`config.mk`:
```
export PLATFORM = sky130hd
export DESIGN_NAME = four_register_alu_executor_core
export DESIGN_NICKNAME = d
export VERILOG_FILES = /design/src/rtl/fralu_pkg.sv /design/src/rtl/fralu_decode.sv /design/src/rtl/fralu_alu.sv /design/src/rtl/four_register_alu_executor_core.sv
export SDC_FILE = /design/constraint.sdc
export NUM_CORES = 2
export LEC_CHECK = 0
export BUFFER_PORTS_ARGS = -buffer_cell sky130_fd_sc_hd__buf_2
export CAP_MARGIN = 15
export CORE_MARGIN = 2
export CORE_UTILIZATION = 44
export DETAILED_ROUTE_END_ITERATION = 7
export SYNTH_ARGS = -nofsm -noshare
export SYNTH_HDL_FRONTEND = slang
export SYNTH_SLANG_ARGS = --single-unit
```
`constraint.sdc`:
```
create_clock -name clk_i -period 12.3 [get_ports clk_i]
set_input_delay 1.845 -clock clk_i [delete_from_list [all_inputs] [get_ports clk_i]]
set_output_delay 1.845 -clock clk_i [all_outputs]
set_load 0.02 [all_outputs]
```
`src/rtl/fralu_pkg.sv`:
```
// Package with the shared types, constants and helpers of the four-register ALU executor.
`default_nettype none

package fralu_pkg;

  localparam int unsigned NUM_REGS  = 4;
  localparam int unsigned REG_IDX_W = $clog2(NUM_REGS);
  localparam int unsigned DATA_W    = 32;
  localparam int unsigned SHOWN     = 4;

  localparam logic [63:0] MAP_RESET = 64'hFEDC_BA98_7654_3210;

  typedef enum logic [3:0] {
    OP_ADDI = 4'd0,
    OP_ADDR = 4'd1,
    OP_BANI = 4'd2,
    OP_BANR = 4'd3,
    OP_BORI = 4'd4,
    OP_BORR = 4'd5,
    OP_EQIR = 4'd6,
    OP_EQRI = 4'd7,
    OP_EQRR = 4'd8,
    OP_GTIR = 4'd9,
    OP_GTRI = 4'd10,
    OP_GTRR = 4'd11,
    OP_MULI = 4'd12,
    OP_MULR = 4'd13,
    OP_SETI = 4'd14,
    OP_SETR = 4'd15
  } op_e;

  typedef struct packed {
    logic        [3:0]  opcode_id;
    logic signed [31:0] operand_a;
    logic signed [31:0] operand_b;
    logic        [7:0]  dest_index;
  } in_word_t;

  typedef struct packed {
    logic signed [31:0] reg_zero;
    logic signed [31:0] reg_one;
    logic signed [31:0] reg_two;
    logic signed [31:0] reg_three;
    logic               index_error;
  } out_word_t;

  typedef logic [NUM_REGS-1:0][DATA_W-1:0] rf_t;

  typedef struct packed {
    op_e  op;
    logic a_reg;
    logic b_reg;
    logic err;
  } ctrl_t;

  function automatic out_word_t view_regs(rf_t rf, logic err);
    logic [SHOWN-1:0][DATA_W-1:0] v;
    out_word_t w;
    v = '0;
    for (int k = 0; k < SHOWN; k++) begin
      if (k < NUM_REGS) begin
        v[k] = rf[k];
      end
    end
    w.reg_zero    = v[0];
    w.reg_one     = v[1];
    w.reg_two     = v[2];
    w.reg_three   = v[3];
    w.index_error = err;
    return w;
  endfunction

endpackage

`default_nettype wire

```
`src/rtl/fralu_decode.sv`:
```
// Opcode translation, operand usage and register index checking.
`default_nettype none

module fralu_decode
  import fralu_pkg::*;
(
  input  logic [63:0] opcode_map_i,
  input  in_word_t    word_i,
  output ctrl_t       ctrl_o
);

  op_e  op;
  logic a_reg;
  logic b_reg;
  logic a_ok;
  logic b_ok;
  logic c_ok;

  assign op = op_e'(opcode_map_i[{word_i.opcode_id, 2'b00} +: 4]);

  always_comb begin
    unique case (op) inside
      OP_ADDR, OP_BANR, OP_BORR, OP_EQRR, OP_GTRR, OP_MULR: begin
        a_reg = 1'b1;
        b_reg = 1'b1;
      end
      OP_ADDI, OP_BANI, OP_BORI, OP_EQRI, OP_GTRI, OP_MULI, OP_SETR: begin
        a_reg = 1'b1;
        b_reg = 1'b0;
      end
      OP_EQIR, OP_GTIR: begin
        a_reg = 1'b0;
        b_reg = 1'b1;
      end
      default: begin
        a_reg = 1'b0;
        b_reg = 1'b0;
      end
    endcase
  end

  // A negative index reads as a large unsigned value, so one compare covers both bounds.
  assign a_ok = unsigned'(word_i.operand_a) < 32'(NUM_REGS);
  assign b_ok = unsigned'(word_i.operand_b) < 32'(NUM_REGS);
  assign c_ok = word_i.dest_index < 8'(NUM_REGS);

  assign ctrl_o.op    = op;
  assign ctrl_o.a_reg = a_reg;
  assign ctrl_o.b_reg = b_reg;
  assign ctrl_o.err   = !c_ok || (a_reg && !a_ok) || (b_reg && !b_ok);

endmodule

`default_nettype wire

```
`src/rtl/fralu_alu.sv`:
```
// Operand fetch and the sixteen operations of the executor.
`default_nettype none

module fralu_alu
  import fralu_pkg::*;
(
  input  ctrl_t             ctrl_i,
  input  in_word_t          word_i,
  input  rf_t               rf_i,
  output logic [DATA_W-1:0] result_o
);

  logic [DATA_W-1:0] va;
  logic [DATA_W-1:0] vb;
  logic [DATA_W-1:0] prod;

  assign va   = ctrl_i.a_reg ? rf_i[word_i.operand_a[REG_IDX_W-1:0]] : word_i.operand_a;
  assign vb   = ctrl_i.b_reg ? rf_i[word_i.operand_b[REG_IDX_W-1:0]] : word_i.operand_b;
  assign prod = va * vb;

  always_comb begin
    case (ctrl_i.op) inside
      OP_ADDI, OP_ADDR:          result_o = va + vb;
      OP_BANI, OP_BANR:          result_o = va & vb;
      OP_BORI, OP_BORR:          result_o = va | vb;
      OP_EQIR, OP_EQRI, OP_EQRR: result_o = DATA_W'(va == vb);
      OP_GTIR, OP_GTRI, OP_GTRR: result_o = DATA_W'($signed(va) > $signed(vb));
      OP_MULI, OP_MULR:          result_o = prod;
      default:                   result_o = va;
    endcase
  end

endmodule

`default_nettype wire

```
`src/rtl/four_register_alu_executor_core.sv`:
```
// Top level of the four-register ALU executor: input register, register file, result register.
// A word in the input register writes its result to the output register when it executes.
// Throughput: one word per cycle unless the output stalls; each instruction reads and writes
// the register file in the execute step between the input register and the result register.
// Reset clears the register file and both pipeline valids and sets the opcode map to identity.
`default_nettype none

module four_register_alu_executor_core
  import fralu_pkg::*;
(
  input  logic        clk_i,
  input  logic        rst_ni,
  input  logic        in_valid_i,
  output logic        in_stall_o,
  input  in_word_t    in_word_i,
  output logic        out_valid_o,
  input  logic        out_stall_i,
  output out_word_t   out_word_o,
  input  logic        cfg_we_i,
  input  logic [63:0] cfg_wdata_i
);

  logic [63:0]       map_q;
  logic              in_valid_q;
  in_word_t          in_word_q;
  logic              out_valid_q;
  out_word_t         out_word_q;
  rf_t               rf_q;
  rf_t               rf_d;
  ctrl_t             ctrl;
  logic [DATA_W-1:0] result;
  logic              exec;

  fralu_decode u_decode (
    .opcode_map_i (map_q),
    .word_i       (in_word_q),
    .ctrl_o       (ctrl)
  );

  fralu_alu u_alu (
    .ctrl_i   (ctrl),
    .word_i   (in_word_q),
    .rf_i     (rf_q),
    .result_o (result)
  );

  assign exec       = in_valid_q && (!out_valid_q || !out_stall_i);
  assign in_stall_o = in_valid_q && !exec;

  always_comb begin
    rf_d = rf_q;
    if (exec && !ctrl.err) begin
      rf_d[in_word_q.dest_index[REG_IDX_W-1:0]] = result;
    end
  end

  always_ff @(posedge clk_i or negedge rst_ni) begin
    if (!rst_ni) begin
      map_q <= MAP_RESET;
    end else if (cfg_we_i) begin
      map_q <= cfg_wdata_i;
    end
  end

  always_ff @(posedge clk_i or negedge rst_ni) begin
    if (!rst_ni) begin
      in_valid_q  <= 1'b0;
      out_valid_q <= 1'b0;
      rf_q        <= '0;
    end else begin
      rf_q <= rf_d;
      if (!in_stall_o) begin
        in_valid_q <= in_valid_i;
      end
      if (exec) begin
        out_valid_q <= 1'b1;
      end else if (!out_stall_i) begin
        out_valid_q <= 1'b0;
      end
    end
  end

  always_ff @(posedge clk_i) begin
    if (!in_stall_o && in_valid_i) begin
      in_word_q <= in_word_i;
    end
    if (exec) begin
      out_word_q <= view_regs(rf_d, ctrl.err);
    end
  end

  assign out_valid_o = out_valid_q;
  assign out_word_o  = out_word_q;

  // The input side is held back only while a word waits in the input register.
  assert property (@(posedge clk_i) disable iff (!rst_ni) in_stall_o |-> in_valid_q)
    else $error("Input stalled with an empty input register.");

  // A waiting result is never overwritten by a new execution.
  assert property (@(posedge clk_i) disable iff (!rst_ni)
    (out_valid_o && out_stall_i) |-> !exec)
    else $error("Execution overwrote a stalled result.");

  // A word with a bad register index leaves the register file untouched.
  assert property (@(posedge clk_i) disable iff (!rst_ni)
    (exec && ctrl.err) |=> (rf_q == $past(rf_q)))
    else $error("Register file changed on an index error.");

  // A new result appears only after an execution.
  assert property (@(posedge clk_i) disable iff (!rst_ni) $rose(out_valid_o) |-> $past(exec))
    else $error("Result valid rose without an execution.");

  // The flagged error in a fresh result matches the decode of the executed word.
  assert property (@(posedge clk_i) disable iff (!rst_ni)
    exec |=> (out_word_o.index_error == $past(ctrl.err)))
    else $error("Result error flag does not match the executed word.");

endmodule

`default_nettype wire
```
== Word-level counts from Yosys, hierarchy flattened ==
Cells that the tools add are included.

* Register bits: 399
* Bits in latches: 0
* Bits in writable memories: 0
* Memory bits (read-only): 0
* Bits of input ports: 145
* Memories kept: 0

* Add/subtract/negate cells: 1
* $mul: 1
* Divide/modulo/power cells: 0
* Magnitude comparators: 8
* Eq/ne operators: 16
* Shift-type cells: 1
* Mux-type cells: 20
* Bitwise gates (word level): 2
* Reduce and logical (&&, ||, !) cells: 27

{| class="wikitable"
|+ Operators with widths
! kind !! number
|-
| $mux 32 || 11
|-
| $bmux 32 s2 || 2
|-
| $bwmux 128 || 1
|-
| $mux 128 || 1
|-
| $demux 32 s2 || 1
|-
| $lt 32x3->1 const B || 2
|-
| $shiftx 64x7->4 || 1
|-
| $add 32x32->32 || 1
|-
| $and 32x32->32 || 1
|-
| $eq 32x32->1 || 1
|-
| $gt 32x32->1 || 1
|-
| $mul 32x32->32 || 1
|-
| $or 32x32->32 || 1
|-
| $eq 4x4->1 const B || 7
|-
| $eq 4x3->1 const B || 4
|-
| $reduce_or 13->1 || 1
|-
| $lt 2x3->1 const B || 3
|-
| $eq 4x2->1 const B || 2
|-
| $logic_not 1->1 || 8
|-
| $lt 8x3->1 const B || 1
|-
| $reduce_or 2->1 || 4
|-
| $reduce_or 8->1 || 1
|-
| $logic_and 1x1->1 || 7
|-
| $reduce_or 3->1 || 2
|-
| 6 further kinds || 11
|}

== Depth between registers and ports, before layout ==
* Word-level depth: 14
* Mapped depth: 41
* Depth with buffers taken out: 35

== Hierarchy ==
A second synthesis with hierarchy kept.

* Cell total of the unflattened synthesis: 3158
* Area total of the unflattened synthesis: 35796.8 µm²

{| class="wikitable"
|+ By module, submodules not included
! module !! times used !! cells an instance !! area each (µm²)
|-
| fralu_alu || 1 || 2462 || 21435.6
|-
| four_register_alu_executor_core || 1 || 623 || 13561.8
|-
| fralu_decode || 1 || 73 || 799.5
|}

== Worst setup path after synthesis ==
OpenSTA, ideal clock, no wires.

* Path kind: register to register
* Start: reg in_word_q[74] (netlist name)
* End: reg out_word_q, in the netlist out_word_o[92] (data pin)
* Setup time: 263 ps
* Arrival: 10005 ps
* Data required time: 12037 ps
* Path slack: 2032 ps
* Cell stages (with the launch flop): 37
* Period minus slack after synthesis: 10268 ps
* Cell sequence: edfxtp_1 -> clkbuf_1 -> mux4_2 -> mux4_2 -> buf_2 -> and3b_1 -> a21oi_4 -> buf_4 -> buf_2 -> buf_2 -> mux2_2 -> inv_1 -> buf_1 -> nor2_1 -> fa_1 -> fa_1 -> fa_1 -> inv_1 -> fa_1 -> inv_1 -> fa_1 -> inv_1 -> fa_1 -> inv_1 -> fa_1 -> fa_1 -> ha_1 -> a21o_1 -> a21o_1 -> a21oi_1 -> nor3b_1 -> a21oi_1 -> a31oi_1 -> xor2_1 -> o221ai_1 -> a221o_1 -> mux2_2

{| class="wikitable"
|+ RTL lines
! what !! RTL line !! text
|-
| start: declaration || four_register_alu_executor_core.sv:25 || <nowiki>in_word_t in_word_q;</nowiki>
|-
| start signal: assignment || four_register_alu_executor_core.sv:85 || <nowiki>in_word_q <= in_word_i;</nowiki>
|-
| end signal: assignment || four_register_alu_executor_core.sv:88 || <nowiki>out_word_q <= view_regs(rf_d, ctrl.err);</nowiki>
|-
| end: declaration || four_register_alu_executor_core.sv:27 || <nowiki>out_word_t out_word_q;</nowiki>
|}

==> impl_metrics.env <==
export IMPL_r2r_start="in_word_q[73]"
export IMPL_cts_clk_slew_worst_paths_ns=0.07
export IMPL_clk_latency_ns=0.55
export IMPL_die_w_um=289
export IMPL_ys_flop_type="edfxtp_1"
export IMPL_slew_viol_final=0
export IMPL_ir_worst_vdd_v=0.000244
export IMPL_r2r_end="out_word_o[96]"
export IMPL_hp_start="in_valid_q"
export IMPL_grt_pass1_wl_um=183000
export IMPL_post_cts_setup_buffers=0
export IMPL_synth_cell_types=86
export IMPL_cts_sinks=399
export IMPL_critical_path_buf_inv_count=7
export IMPL_critical_path_top_delay_family="adder cells"
export IMPL_first_iter_violations=2676
export IMPL_cts_tree="done"
export IMPL_placement_cell_area_um2=38800
export IMPL_min_path_type="register to register"
export IMPL_cts_hold_buffers=0
export IMPL_core_area_um2=80500
export IMPL_wl_per_cell_um=26.3
export IMPL_h_tree_depth=2
export IMPL_tightestPinTransition_ns=1.17
export IMPL_placement_io_buffers=275
export IMPL_start_kind="register"
export IMPL_cap_violations=0
export IMPL_drc=0
export IMPL_dieArea_um2=83600
export IMPL_ys_seq_elements=399
export IMPL_die_h_um=289
export IMPL_synth_nets=4091
export IMPL_yosysSeqAreaShare_pct=30.9
export IMPL_period_share_pct=95.0
export IMPL_fin_ws_ns=0.611
export IMPL_grt_pass1_vias=27700
export IMPL_gp_congestion=1.00
export IMPL_fin_tns_setup_ns=0
export IMPL_r2r_slack_ns=0.61
export IMPL_finalClockSkew_ns=0.0164
export IMPL_period_needed_ns=11.69
export IMPL_syn_avg_cell_area_um2=10.8
export IMPL_synth_top_area_share_pct=22.9
export IMPL_cp_arrival_ns=11.99
export IMPL_fin_area_um2=40200
export IMPL_synth_cells=3318
export IMPL_vias_per_cell=5.76
export IMPL_synth_edff_count=205
export IMPL_hold_viol_final=0
export IMPL_ant_nets=0
export IMPL_grt_max_degree=80
export IMPL_place_hpwl_um=97000
export IMPL_firstDrtPassIters=7
export IMPL_powerDensity_nw_per_um2=196
export IMPL_cts_buffers=37
export IMPL_synth_top_cell_by_area="fa_1"
export IMPL_synth_area_um2=35800
export IMPL_drive_gt1_share_pct=22.1
export IMPL_routed_wl_um=124000
export IMPL_initial_core_util_pct=44.4
export IMPL_dp_cells=4620
export IMPL_max_freq_mhz=85.5
export IMPL_synth_area_leaders="fa_1, edfxtp_1, dfrtp_1"
export IMPL_cp_slowest_cell="mux4_4"
export IMPL_required_ns=12.60
export IMPL_hold_end="out_valid_o"
export IMPL_nNetsFinal=4372
export IMPL_critPathMaxFanout=30
export IMPL_critPathKind="register to register"
export IMPL_layout_commonest_cell="inv_1"
export IMPL_max_stage_delay_ns=0.71
export IMPL_post_place_ws_ns=0.738
export IMPL_row_count=104
export IMPL_cts_root_buf="clkbuf_16"
export IMPL_cts_buffer_depth=3
export IMPL_slew_headroom_pct=21.5
export IMPL_route_vias_total=27000
export IMPL_cpMostUsedCell="fa_1"
export IMPL_layout_cells_non_filler=4695
export IMPL_io_pins=276
export IMPL_area_delta_synth_final_pct=12.3
export IMPL_antenna_found_initial=22
export IMPL_endpoint_kind="register"
export IMPL_mostFrequentLayoutCells="inv_1, fa_1, nor2_1, nand2_1, buf_2"
export IMPL_rsz0062_at_grt="no"
export IMPL_finalSetupViolCount=0
export IMPL_cts_resized_gates=0
export IMPL_synthArstFlopShare_pct=48.6
export IMPL_r2r_cells=32
export IMPL_grt_usage_pct=30.0
export IMPL_grt_overflow_total=0
export IMPL_ys_warn_count=0
export IMPL_status="finished clean"
export IMPL_leakagePower_nw=18.5
export IMPL_holdPathStages=1
==> synth_stat cells (all sizes together), types with 8 or more instances <==
cell type / number
xnor2: 66
xor2: 23
nor3: 24
nand4: 11
nand2: 316
mux2: 188
a31oi: 14
dfrtp: 162
o22ai: 45
dfstp: 32
buf: 49
clkinv: 10
mux4: 82
o211ai: 8
inv: 470
a22oi: 12
o21ai: 85
fa: 409
a211oi: 15
nand2b: 12
nand3: 26
a21o: 35
mux2i: 17
and3: 12
ha: 219
edfxtp: 205
nor2: 396
a21oi: 93
nor2b: 18
or2: 9
nor4: 23
clkbuf: 114
o21bai: 14
==> report_power, final <==
part,switching [W],total (W),internal [W]
combinational,0.00323,0.00507,0.00184
sequential,0.0000466,0.00154,0.00149
clock,0.000538,0.00125,0.000716
==> worst reg2reg max path: cells and delay by family (launching register included) <==
family | cells | cell delay, ns
xor gates and xnor gates | 1 | 0.15
AOI/OAI and AO/OA | 8 | 2.15
adders and majority gates | 9 | 4.22
buffers and inverters | 7 | 1.49
DFF | 1 | 0.69
muxes | 3 | 1.58
and+or+nand+nor | 4 | 1.13
==> kinds of logic after synthesis <==
kind of cell | share of synthesized area (%)
compound gates | 7.14
fa+ha+maj | 30.5
flops | 30.9
buf+inv | 6.93
mux | 11.6
simple gates | 10.3
xor+xnor | 2.62
==> metal layers <==
layer,vias up,global-route usage [%],share of wire [%]
met5,-,0,0.11
met4,22,15.2,6.2
met3,326,5.73,8.9
met2,1377,46.2,45
met1,13800,40.6,40
li1,11500,-,-
==> worst max path at each step <==
stage	endpoint	slack, ns	from	depth (start not counted)
2_1_floorplan	out_word_o[92]	2.03	in_word_q[74]	36
3_3_place_gp	out_word_o[96]	0.87	in_word_q[73]	32
3_5_place_dp	out_word_o[96]	0.74	in_word_q[73]	32
4_1_cts	out_word_o[96]	0.70	in_word_q[73]	32
5_1_grt	out_word_o[92]	0.14	in_word_q[73]	34
6_report	out_word_o[96]	0.61	in_word_q[73]	32
==> metrics by stage <==
stage / hold slack (ns) / total power, W / util, %
floorplan: 0.456 / 0.00465 / -
global placement: 0.474 / 0.00645 / 48.2
detailed placement: 0.482 / 0.00650 / 48.2
CTS: 0.510 / 0.00778 / 49.9
global route: 0.524 / 0.00839 / 49.9
finish: 0.507 / 0.00787 / 49.9
==> layout make-up <==
cell class / count / area (um2)
multi-input combinational: 2276 / 22300
fill: 7280 / 40400
clock buffer: 42 / 986
timing repair buffer: 405 / 2360
inverter: 480 / 1800
tap: 1060 / 1330
antenna: 8 / 20.0
sequential: 399 / 11100
clock inverter: 25 / 334
==> sequential cells by signal (all words and copies together), names as in the netlist <==
name and cells:
in_word_q 76, map_q 64, in_valid_q 1, out_valid_o 1, out_word_o 129, rf_q 128
Note: power is estimated with default switching activity, not from simulation.
